**src/hw/rtl/i2cmts_pkg.sv**
```systemverilog
// types and constants shared by the i2c master transaction sequencer
package i2cmts_pkg;

	localparam int POS_W = 10;
	localparam logic [POS_W-1:0] POS_MINUS_TWO = 10'h3FE;

	// command codes
	localparam logic [1:0] CMD_LOAD   = 2'd0;
	localparam logic [1:0] CMD_START  = 2'd1;
	localparam logic [1:0] CMD_STATUS = 2'd2;

	// configuration register indexes
	localparam logic [1:0] CFG_SLAVE_ADDRESS    = 2'd0;
	localparam logic [1:0] CFG_TARGET_ADDR_HIGH = 2'd1;
	localparam logic [1:0] CFG_TARGET_ADDR_LOW  = 2'd2;
	localparam logic [1:0] CFG_MESSAGE_LENGTH   = 2'd3;

	// bus status codes
	localparam logic [7:0] ST_START       = 8'h08;
	localparam logic [7:0] ST_REP_START   = 8'h10;
	localparam logic [7:0] ST_TX_ADDR_ACK = 8'h18;
	localparam logic [7:0] ST_DATA_TX     = 8'h28;
	localparam logic [7:0] ST_RX_ADDR_ACK = 8'h40;
	localparam logic [7:0] ST_DATA_RX     = 8'h50;
	localparam logic [7:0] ST_LAST_RX     = 8'h58;

	typedef enum logic [2:0] {
		PH_START   = 3'd0,
		PH_ADDR_WR = 3'd1,
		PH_ADDR_RD = 3'd2,
		PH_DATA_TX = 3'd3,
		PH_DATA_RX = 3'd4
	} phase_t;

	typedef enum logic {
		SEQ_IDLE = 1'b0,
		SEQ_EXEC = 1'b1
	} seq_state_t;

	typedef struct packed {
		logic [1:0] cmd;
		logic [7:0] load_index;
		logic [7:0] load_byte;
		logic [7:0] status_code;
		logic [7:0] rx_byte;
	} item_t;

	typedef struct packed {
		logic [7:0] slave_address;
		logic [7:0] target_addr_high;
		logic [7:0] target_addr_low;
		logic [8:0] message_length;
	} cfg_t;

	typedef struct packed {
		logic       send_valid;
		logic [7:0] send_byte;
		logic       set_start;
		logic       clear_start;
		logic       set_stop;
		logic       set_ack;
		logic       clear_ack;
		logic       recv_valid;
		logic [7:0] recv_index;
		logic       done_res;
		logic       failed;
	} rsp_t;

	typedef struct packed {
		phase_t           phase;
		logic [POS_W-1:0] pos;
		logic             mem_we;
	} upd_t;

endpackage

```
**src/hw/rtl/i2cmts_if.sv**
```systemverilog
// valid/ready channel interfaces: item input, result output, register writes
interface i2cmts_req_if;
	logic       valid;
	logic       ready;
	logic [1:0] cmd;
	logic [7:0] load_index;
	logic [7:0] load_byte;
	logic [7:0] status_code;
	logic [7:0] rx_byte;

	modport source (output valid, cmd, load_index, load_byte, status_code, rx_byte,
		input ready);
	modport sink (input valid, cmd, load_index, load_byte, status_code, rx_byte,
		output ready);
endinterface

interface i2cmts_rsp_if;
	logic       valid;
	logic       ready;
	logic       send_valid;
	logic [7:0] send_byte;
	logic       set_start;
	logic       clear_start;
	logic       set_stop;
	logic       set_ack;
	logic       clear_ack;
	logic       recv_valid;
	logic [7:0] recv_index;
	logic       done_res;
	logic       failed;

	modport source (output valid, send_valid, send_byte, set_start, clear_start, set_stop,
		set_ack, clear_ack, recv_valid, recv_index, done_res, failed, input ready);
	modport sink (input valid, send_valid, send_byte, set_start, clear_start, set_stop,
		set_ack, clear_ack, recv_valid, recv_index, done_res, failed, output ready);
endinterface

interface i2cmts_cfg_if;
	logic       valid;
	logic       ready;
	logic [1:0] index;
	logic [8:0] data;

	modport source (output valid, index, data, input ready);
	modport sink (input valid, index, data, output ready);
endinterface

```
**src/hw/rtl/i2cmts_ram.sv**
```systemverilog
// generic single-port-write, registered-read ram
module i2cmts_ram #(
	parameter int WIDTH = 8,
	parameter int DEPTH = 256
) (
	input  logic                                   clk,
	input  logic                                   we,
	input  logic [(DEPTH > 1 ? $clog2(DEPTH) : 1)-1:0] waddr,
	input  logic [WIDTH-1:0]                       wdata,
	input  logic                                   re,
	input  logic [(DEPTH > 1 ? $clog2(DEPTH) : 1)-1:0] raddr,
	output logic [WIDTH-1:0]                       rdata
);

	logic [WIDTH-1:0] mem [DEPTH];
	logic [WIDTH-1:0] rdata_q;

	always_ff @(posedge clk) begin
		if (we) begin
			mem[waddr] <= wdata;
		end
		if (re) begin
			rdata_q <= mem[raddr];
		end
	end

	assign rdata = rdata_q;

endmodule

```
**src/hw/rtl/i2cmts_action.sv**
```systemverilog
// per-event action decode: result word, next phase and position, buffer write
module i2cmts_action #(
	parameter int BUFFER_DEPTH = 256
) (
	input  i2cmts_pkg::item_t                          item,
	input  i2cmts_pkg::phase_t                         phase,
	input  logic [i2cmts_pkg::POS_W-1:0]               pos,
	input  i2cmts_pkg::cfg_t                           cfg,
	input  logic [7:0]                                 rdata,
	output i2cmts_pkg::rsp_t                           res,
	output i2cmts_pkg::upd_t                           upd,
	output logic [(BUFFER_DEPTH > 1 ? $clog2(BUFFER_DEPTH) : 1)-1:0] waddr,
	output logic [7:0]                                 wdata
);

	localparam int AW = BUFFER_DEPTH > 1 ? $clog2(BUFFER_DEPTH) : 1;

	logic [i2cmts_pkg::POS_W-1:0] pnext;
	logic [8:0]                   eff_len;
	logic signed [10:0]           left;
	logic                         pos_in_buf;
	logic                         pnext_in_buf;
	logic                         load_in_buf;
	logic                         pnext_below_len;
	logic                         fin;
	logic                         fin_fail;

	assign pnext = pos + 10'd1;
	assign eff_len = (cfg.message_length == 9'd0) ? 9'd1 : cfg.message_length;
	// bytes still to read after this one, signed
	assign left = $signed({2'b00, eff_len}) - $signed({pnext[9], pnext});
	assign pos_in_buf = !pos[9] && (32'(pos[8:0]) < BUFFER_DEPTH);
	assign pnext_in_buf = !pnext[9] && (32'(pnext[8:0]) < BUFFER_DEPTH);
	assign load_in_buf = 32'(item.load_index) < BUFFER_DEPTH;
	assign pnext_below_len = {1'b0, pnext[8:0]} < {1'b0, cfg.message_length};

	always_comb begin
		res = '0;
		upd.phase = phase;
		upd.pos = pos;
		upd.mem_we = 1'b0;
		waddr = AW'(item.load_index);
		wdata = item.load_byte;
		fin = 1'b0;
		fin_fail = 1'b0;
		unique case (item.cmd)
			i2cmts_pkg::CMD_LOAD: begin
				upd.mem_we = load_in_buf;
			end
			i2cmts_pkg::CMD_START: begin
				res.set_start = 1'b1;
				upd.phase = i2cmts_pkg::PH_START;
				upd.pos = i2cmts_pkg::POS_MINUS_TWO;
			end
			i2cmts_pkg::CMD_STATUS: begin
				case (phase)
					i2cmts_pkg::PH_START: begin
						res.clear_start = 1'b1;
						if (item.status_code == i2cmts_pkg::ST_START ||
							item.status_code == i2cmts_pkg::ST_REP_START) begin
							res.send_valid = 1'b1;
							res.send_byte = cfg.slave_address;
							if (cfg.slave_address[0]) begin
								upd.phase = i2cmts_pkg::PH_ADDR_RD;
								upd.pos = '0;
							end else begin
								upd.phase = i2cmts_pkg::PH_ADDR_WR;
								upd.pos = i2cmts_pkg::POS_MINUS_TWO;
							end
						end else begin
							fin = 1'b1;
							fin_fail = 1'b1;
						end
					end
					i2cmts_pkg::PH_ADDR_WR: begin
						if (item.status_code == i2cmts_pkg::ST_TX_ADDR_ACK) begin
							res.send_valid = 1'b1;
							res.send_byte = cfg.target_addr_high;
							upd.phase = i2cmts_pkg::PH_DATA_TX;
						end else begin
							fin = 1'b1;
							fin_fail = 1'b1;
						end
					end
					i2cmts_pkg::PH_ADDR_RD: begin
						if (item.status_code == i2cmts_pkg::ST_RX_ADDR_ACK) begin
							upd.phase = i2cmts_pkg::PH_DATA_RX;
							res.set_ack = cfg.message_length > 9'd1;
						end else begin
							fin = 1'b1;
							fin_fail = 1'b1;
						end
					end
					i2cmts_pkg::PH_DATA_RX: begin
						if (item.status_code == i2cmts_pkg::ST_DATA_RX ||
							item.status_code == i2cmts_pkg::ST_LAST_RX) begin
							if (pos_in_buf) begin
								upd.mem_we = 1'b1;
								waddr = AW'(pos[8:0]);
								wdata = item.rx_byte;
								res.recv_valid = 1'b1;
								res.recv_index = pos[7:0];
							end
							upd.pos = pnext;
							if (left == 11'sd0) begin
								fin = 1'b1;
							end else if (left <= 11'sd1) begin
								res.clear_ack = 1'b1;
							end
						end else begin
							fin = 1'b1;
							fin_fail = 1'b1;
						end
					end
					i2cmts_pkg::PH_DATA_TX: begin
						if (item.status_code == i2cmts_pkg::ST_DATA_TX) begin
							upd.pos = pnext;
							if (pnext[9]) begin
								res.send_valid = 1'b1;
								res.send_byte = cfg.target_addr_low;
							end else if (pnext_below_len) begin
								res.send_valid = 1'b1;
								res.send_byte = pnext_in_buf ? rdata : 8'h00;
							end else begin
								fin = 1'b1;
							end
						end else begin
							fin = 1'b1;
							fin_fail = 1'b1;
						end
					end
					default: begin
						upd.phase = i2cmts_pkg::PH_START;
					end
				endcase
			end
			default: begin
			end
		endcase
		if (fin) begin
			res.clear_ack = 1'b1;
			res.set_stop = 1'b1;
			res.done_res = 1'b1;
			res.failed = fin_fail;
			upd.phase = i2cmts_pkg::PH_START;
		end
	end

endmodule

```
**src/hw/rtl/i2c_master_transaction_sequencer.sv**
```systemverilog
// the item is registered at its transfer and the result at its commit; a new item is taken
// only once the last one has committed, since the buffer ram's registered read splits the work:
// the read is issued at the transfer edge and the action is decoded from the read data in exec
// a waiting result holds the commit, and with it the next transfer
// reset: phase start sent, position minus two, registers 0, buffer undefined
module i2c_master_transaction_sequencer #(
	parameter int BUFFER_DEPTH = 256
) (
	input  logic               clk,
	input  logic               arst_n,
	i2cmts_req_if.sink         req,
	i2cmts_rsp_if.source       rsp,
	i2cmts_cfg_if.sink         cfg
);

	localparam int AW = BUFFER_DEPTH > 1 ? $clog2(BUFFER_DEPTH) : 1;

	i2cmts_pkg::seq_state_t        state_q, state_d;
	i2cmts_pkg::phase_t            phase_q;
	logic [i2cmts_pkg::POS_W-1:0]  pos_q;
	logic [i2cmts_pkg::POS_W-1:0]  pos_inc;
	i2cmts_pkg::cfg_t              cfg_q;
	i2cmts_pkg::item_t             item_q;
	i2cmts_pkg::rsp_t              rsp_q;
	logic                          rsp_valid_q;
	i2cmts_pkg::rsp_t              res;
	i2cmts_pkg::upd_t              upd;
	logic [AW-1:0]                 waddr;
	logic [7:0]                    wdata;
	logic [7:0]                    rdata;
	logic                          accept;
	logic                          commit;

	assign accept = req.valid && req.ready;
	assign pos_inc = pos_q + 10'd1;

	// next state
	always_comb begin
		state_d = state_q;
		unique case (state_q)
			i2cmts_pkg::SEQ_IDLE: begin
				if (req.valid) begin
					state_d = i2cmts_pkg::SEQ_EXEC;
				end
			end
			i2cmts_pkg::SEQ_EXEC: begin
				if (!rsp_valid_q || rsp.ready) begin
					state_d = i2cmts_pkg::SEQ_IDLE;
				end
			end
			default: state_d = i2cmts_pkg::SEQ_IDLE;
		endcase
	end

	// outputs
	always_comb begin
		req.ready = 1'b0;
		commit = 1'b0;
		unique case (state_q)
			i2cmts_pkg::SEQ_IDLE: req.ready = 1'b1;
			i2cmts_pkg::SEQ_EXEC: commit = !rsp_valid_q || rsp.ready;
			default: begin
			end
		endcase
	end

	always_ff @(posedge clk or negedge arst_n) begin
		if (!arst_n) begin
			state_q <= i2cmts_pkg::SEQ_IDLE;
			phase_q <= i2cmts_pkg::PH_START;
			pos_q <= i2cmts_pkg::POS_MINUS_TWO;
			rsp_valid_q <= 1'b0;
			cfg_q <= '0;
		end else begin
			state_q <= state_d;
			if (commit) begin
				phase_q <= upd.phase;
				pos_q <= upd.pos;
				rsp_valid_q <= 1'b1;
			end else if (rsp.ready) begin
				rsp_valid_q <= 1'b0;
			end
			if (cfg.valid) begin
				unique case (cfg.index)
					i2cmts_pkg::CFG_SLAVE_ADDRESS:    cfg_q.slave_address <= cfg.data[7:0];
					i2cmts_pkg::CFG_TARGET_ADDR_HIGH: cfg_q.target_addr_high <= cfg.data[7:0];
					i2cmts_pkg::CFG_TARGET_ADDR_LOW:  cfg_q.target_addr_low <= cfg.data[7:0];
					i2cmts_pkg::CFG_MESSAGE_LENGTH:   cfg_q.message_length <= cfg.data;
					default: begin
					end
				endcase
			end
		end
	end

	always_ff @(posedge clk) begin
		if (accept) begin
			item_q <= '{cmd: req.cmd, load_index: req.load_index, load_byte: req.load_byte,
				status_code: req.status_code, rx_byte: req.rx_byte};
		end
		if (commit) begin
			rsp_q <= res;
		end
	end

	assign cfg.ready = 1'b1;

	// ram writes happen only at commit and reads only at transfer, so the two never meet
	i2cmts_ram #(
		.WIDTH (8),
		.DEPTH (BUFFER_DEPTH)
	) u_buf (
		.clk   (clk),
		.we    (commit && upd.mem_we),
		.waddr (waddr),
		.wdata (wdata),
		.re    (accept),
		.raddr (AW'(pos_inc[8:0])),
		.rdata (rdata)
	);

	i2cmts_action #(
		.BUFFER_DEPTH (BUFFER_DEPTH)
	) u_action (
		.item  (item_q),
		.phase (phase_q),
		.pos   (pos_q),
		.cfg   (cfg_q),
		.rdata (rdata),
		.res   (res),
		.upd   (upd),
		.waddr (waddr),
		.wdata (wdata)
	);

	assign rsp.valid = rsp_valid_q;
	assign rsp.send_valid = rsp_q.send_valid;
	assign rsp.send_byte = rsp_q.send_byte;
	assign rsp.set_start = rsp_q.set_start;
	assign rsp.clear_start = rsp_q.clear_start;
	assign rsp.set_stop = rsp_q.set_stop;
	assign rsp.set_ack = rsp_q.set_ack;
	assign rsp.clear_ack = rsp_q.clear_ack;
	assign rsp.recv_valid = rsp_q.recv_valid;
	assign rsp.recv_index = rsp_q.recv_index;
	assign rsp.done_res = rsp_q.done_res;
	assign rsp.failed = rsp_q.failed;

endmodule

```
**src/flat_wrapper.sv**
```systemverilog
// flat-port wrapper written by rule: the top's interface ports become plain ports
module i2c_master_transaction_sequencer_flat 
#(
	parameter int BUFFER_DEPTH = 256
)
  (clk, arst_n, req_valid, req_cmd, req_load_index, req_load_byte, req_status_code, req_rx_byte, req_ready, rsp_valid, rsp_send_valid, rsp_send_byte, rsp_set_start, rsp_clear_start, rsp_set_stop, rsp_set_ack, rsp_clear_ack, rsp_recv_valid, rsp_recv_index, rsp_done_res, rsp_failed, rsp_ready, cfg_valid, cfg_index, cfg_data, cfg_ready);
  i2cmts_req_if req_i ();
  i2cmts_rsp_if rsp_i ();
  i2cmts_cfg_if cfg_i ();
  input  logic clk;
  input  logic arst_n;
  input wire logic [$bits(req_i.valid)-1:0] req_valid;
  input wire logic [$bits(req_i.cmd)-1:0] req_cmd;
  input wire logic [$bits(req_i.load_index)-1:0] req_load_index;
  input wire logic [$bits(req_i.load_byte)-1:0] req_load_byte;
  input wire logic [$bits(req_i.status_code)-1:0] req_status_code;
  input wire logic [$bits(req_i.rx_byte)-1:0] req_rx_byte;
  output wire logic [$bits(req_i.ready)-1:0] req_ready;
  output wire logic [$bits(rsp_i.valid)-1:0] rsp_valid;
  output wire logic [$bits(rsp_i.send_valid)-1:0] rsp_send_valid;
  output wire logic [$bits(rsp_i.send_byte)-1:0] rsp_send_byte;
  output wire logic [$bits(rsp_i.set_start)-1:0] rsp_set_start;
  output wire logic [$bits(rsp_i.clear_start)-1:0] rsp_clear_start;
  output wire logic [$bits(rsp_i.set_stop)-1:0] rsp_set_stop;
  output wire logic [$bits(rsp_i.set_ack)-1:0] rsp_set_ack;
  output wire logic [$bits(rsp_i.clear_ack)-1:0] rsp_clear_ack;
  output wire logic [$bits(rsp_i.recv_valid)-1:0] rsp_recv_valid;
  output wire logic [$bits(rsp_i.recv_index)-1:0] rsp_recv_index;
  output wire logic [$bits(rsp_i.done_res)-1:0] rsp_done_res;
  output wire logic [$bits(rsp_i.failed)-1:0] rsp_failed;
  input wire logic [$bits(rsp_i.ready)-1:0] rsp_ready;
  input wire logic [$bits(cfg_i.valid)-1:0] cfg_valid;
  input wire logic [$bits(cfg_i.index)-1:0] cfg_index;
  input wire logic [$bits(cfg_i.data)-1:0] cfg_data;
  output wire logic [$bits(cfg_i.ready)-1:0] cfg_ready;
  assign req_i.valid = req_valid;
  assign req_i.cmd = req_cmd;
  assign req_i.load_index = req_load_index;
  assign req_i.load_byte = req_load_byte;
  assign req_i.status_code = req_status_code;
  assign req_i.rx_byte = req_rx_byte;
  assign req_ready = req_i.ready;
  assign rsp_valid = rsp_i.valid;
  assign rsp_send_valid = rsp_i.send_valid;
  assign rsp_send_byte = rsp_i.send_byte;
  assign rsp_set_start = rsp_i.set_start;
  assign rsp_clear_start = rsp_i.clear_start;
  assign rsp_set_stop = rsp_i.set_stop;
  assign rsp_set_ack = rsp_i.set_ack;
  assign rsp_clear_ack = rsp_i.clear_ack;
  assign rsp_recv_valid = rsp_i.recv_valid;
  assign rsp_recv_index = rsp_i.recv_index;
  assign rsp_done_res = rsp_i.done_res;
  assign rsp_failed = rsp_i.failed;
  assign rsp_i.ready = rsp_ready;
  assign cfg_i.valid = cfg_valid;
  assign cfg_i.index = cfg_index;
  assign cfg_i.data = cfg_data;
  assign cfg_ready = cfg_i.ready;
  i2c_master_transaction_sequencer #(.BUFFER_DEPTH(BUFFER_DEPTH)) u_core (.clk(clk), .arst_n(arst_n), .req(req_i), .rsp(rsp_i), .cfg(cfg_i));
endmodule
```
**config.mk**
```make
export PLATFORM = sky130hd
export DESIGN_NAME = i2c_master_transaction_sequencer_flat
export DESIGN_NICKNAME = d
export VERILOG_FILES = /design/src/hw/rtl/i2cmts_pkg.sv /design/src/hw/rtl/i2cmts_if.sv /design/src/hw/rtl/i2cmts_ram.sv /design/src/hw/rtl/i2cmts_action.sv /design/src/hw/rtl/i2c_master_transaction_sequencer.sv /design/src/flat_wrapper.sv
export SDC_FILE = /design/constraint.sdc
export NUM_CORES = 2
export LEC_CHECK = 0
export BUFFER_PORTS_ARGS = -buffer_cell sky130_fd_sc_hd__buf_2
export CORE_MARGIN = 3
export CORE_UTILIZATION = 65
export CTS_BUF_LIST = sky130_fd_sc_hd__clkbuf_16
export CTS_CLUSTER_DIAMETER = 200
export CTS_CLUSTER_SIZE = 25
export DETAILED_ROUTE_END_ITERATION = 16
export PLACE_DENSITY = 0.82
export SYNTH_ARGS = -nofsm -noshare
export SYNTH_HDL_FRONTEND = slang
export SYNTH_SLANG_ARGS = --single-unit
export TNS_END_PERCENT = 5
```
**constraint.sdc**
```tcl
create_clock -name clk -period 13.5 [get_ports clk]
set_clock_uncertainty 0.05 [all_clocks]
set_input_delay 2.7 -clock clk [delete_from_list [all_inputs] [get_ports clk]]
set_output_delay 2.7 -clock clk [all_outputs]
set_load 0.05 [all_outputs]
```
==> impl_results.md <==
- Slew Viols, Final: 0
- Status: complete, no violations
- GR Overflow Total: 0
- Clock power share: 0.240
- First-pass GRT wire length: 294,000 microns
- Starting density of the core: 0.659
- Static leakage: 0.0270 uW
- Critical Path RT: 13.96 ns
- Total clock sinks: 2,162
- Int Pwr: 9890 uW
- Number of synthesized flops with an enable pin: 2,114
- Post-CTS Setup Inserts: 0
- Type of the worst min-delay path: flop to flop
- WHS: between 0.4 and 0.5 ns
- Crit path launch type: flop
- Worst-Skew Late Latency: 0.74 ns
- Yosys cell types: 66
- Asr flop ratio synth: 0.0222
- Critical-path top delay cell: dfrtp_4
- Top FF cell, synth: edfxtp_1
- CP Capture Type: flop
- Net switching power: approximately 3700 uW
- Final setup fails: 0
- Combinational fraction of design power: 0.186
- Total power: 13,600 uW
- Syn Nets: approximately 3,900
- Nets@finish: 3,857
- Wire length per cell: 36.3 microns
- FMAX: 163 MHz
- PortBufs: 76
- Crit-path cells: buf_12 -> nand3_1 -> xnor2_1 -> inv_6 -> buf_4 -> buf_4 -> mux4_2 -> a22o_1 -> a221oi_1 -> o22ai_1 -> a221o_1
- Clk buf depth: 3
- Share of layout cells above drive strength 1: 0.255
- Most frequent CP cell: buf_4
- Yosys top cell area share: 0.749
- Worst Tran Pin Value: 1.49 ns
- Critical Path AT: 6.60 ns
- Switching power share of the total: 0.272
- Number of global-route vias before repair: 40,538
- DRC Markers: 0
- TritonRoute pass-1 iters: 6
- Final WL: ~200,000 microns
- Synthesized area per cell: 22.4 sq um
- Synth top area cells: edfxtp_1 (75%), mux4_2 (17%), nor2_1 (1.3%)
- DRC marker count from the first detailed-route iteration: 6,616
- Die footprint: 135,000 sq um
- TritonCTS Buffers: 96
- Post-synthesis sequential area ratio: 0.764
- Core Region: ~130,000 sq um
- Most frequent cell after synthesis: edfxtp_1
- Worst-path clk slew: 0.11 ns
- Setup_tns: 0 ns
- Seq cells post-synth: around 2,200
- Initial antenna violation count: 10
- Total GRT Usage: 0.305
- Die Y: 367 microns
- Post-synth top cells: edfxtp_1 (2,114), mux4_2 (640), nor2_1 (290)
- # IOs: slightly below 80
- Layout fillers: 7,317
- Worst setup path class: flop to flop
- RSZ-0062 raised after global routing: no
- Post-CTS Hold Buffers: 0
- Gpl congestion: 0.844
- CP max stage delay: just over 0.9 ns
- Largest net degree at the start of global routing: between 150 and 200
- Die X: 367 microns
- CTS resizes: 0
- Number of max-cap violations: 0
- Area grow syn2layout: 5.57%
- Row count: 131
- H-tree depth: 3
- Seq pwr share: 0.574
- DP HPWL: 112,000 microns
- Power per cell area: 152 nW/um^2
- Root Buffer: clkbuf_16
- Final period util: 0.454
- Peak VDD IR: 0.107 mV
- Worst-path fanout max: 109
- Final Hold Violating Endpoints: 0
- Period minus WS final: 6.14 ns
- Post-synth top area cell: edfxtp_1
- Remaining antenna violation count: 0
- Via count: 40,582
- Syn Std Cell Area: roughly 85,000 sq um
- Syn Inst Count: 3,785
- CTS tree: built
- Slew HR: 0.00518
- Vias/cell: 7.32
- Ys Warns: 0
==> flip-flops by register name, indices dropped and copies added (netlist names), 3 cells and up <==
register,cells
u_core.cfg_q,33
u_core.u_buf.mem,2048
u_core.rsp.send_byte,8
u_core.pos_q,10
u_core.phase_q,3
u_core.rsp.recv_index,8
u_core.item_q,34
u_core.u_buf.rdata,8
==> path summary, 6_finish.rpt <==
path / start / to / slack, ns / depth (start not counted)
setup reg to reg: u_core.pos_q[0] / u_core.u_buf.rdata[7] / 7.36 / 11
setup / recovery: u_core.pos_q[0] / u_core.u_buf.rdata[7] / 7.36 / 11
hold / removal: u_core.rsp.valid / u_core.rsp.valid / 0.46 / 2
min in group asynchronous: arst_n / u_core.cfg_q[16] / 2.01 / 2
max in group asynchronous: arst_n / u_core.pos_q[0] / 10.90 / 2
hold reg to reg: u_core.rsp.valid / u_core.rsp.valid / 0.46 / 2
==> area by class of cell <==
type,instances,area [sq um],area share
Antenna cell,6,15.0,0.000168
Clock buffer,98,2450,0.0274
Clock inverter,24,125,0.00140
Inverter,29,114,0.00127
Multi-Input combinational cell,1376,19100,0.213
Sequential cell,2162,64700,0.723
Tap cell,1729,2160,0.0242
Timing Repair Buffer,120,786,0.00879
==> power groups by stage <==
stage | clock network, uW | registers, uW | logic (uW)
4_1_cts | 3270 | 7800 | 2500
3_5_place_dp | 0 | 7950 | 2460
6_report | 3260 | 7800 | 2530
5_1_grt | 3480 | 7810 | 2630
3_3_place_gp | 0 | 7940 | 2400
2_1_floorplan | 0 | 8000 | 1510
==> placed cells by master (no fill, tap or decap), drive strengths merged, types with 11 or more instances in the layout <==
cell type / instances
mux4: 640
nor2: 290
inv: 51
mux2: 42
clkbuf: 98
ha: 21
xnor2: 11
a21oi: 23
or3: 18
nand2: 60
a221oi: 17
a22oi: 33
buf: 120
dfrtp: 39
or2: 17
nand3: 13
edfxtp: 2114
o21ai: 23
a22o: 24
and2: 13
==> worst max-delay path: cells and delay by family, from the launching register on <==
kind	cells	cell delay, ns
buffers and inverters	4	2.45
AO/OA/AOI/OAI	4	1.40
flip-flops	1	0.92
multiplexers	1	0.42
XOR/XNOR	1	0.27
AND/OR/NAND/NOR	1	0.19
==> per-layer routing <==
metal  track usage  routed length [microns]  up-vias  share of wire
li1              -                        -    15761              -
met1         0.431                    71200    21348           0.35
met2         0.476                    98000     2971           0.49
met3        0.0673                    22700      486           0.11
met4         0.121                     9230       16          0.046
met5             0                      103        -        0.00051
==> kinds of logic (layout without fill, tap and decap cells) <==
logic type / Yosys count / count (layout) / share of synthesized area
adders and majority gates: 22 / 22 / 0.00334
AOI/OAI and AO/OA: 184 / 184 / 0.0166
and+or+nand+nor: 470 / 470 / 0.0255
muxes: 682 / 682 / 0.176
DFF: 2162 / 2162 / 0.764
xor gates and xnor gates: 17 / 17 / 0.00176
other: 1 / 7 / 0.0000443
buffers and inverters: 247 / 271 / 0.0133
==> through the flow <==
step / instances / util / setup WS, ns / instance area, sq um
after floorplan: 3785 / - / 7.93 / 84700
after global placement: 5416 / 0.676 / 7.33 / 86800
after detailed placement: 5416 / 0.676 / 7.36 / 86800
after CTS: 5538 / 0.696 / 7.24 / 89400
after global routing: 5538 / 0.696 / 7.04 / 89400
final: 5544 / 0.696 / 7.36 / 89400
No activity file was read; power rests on OpenSTA's default activity.
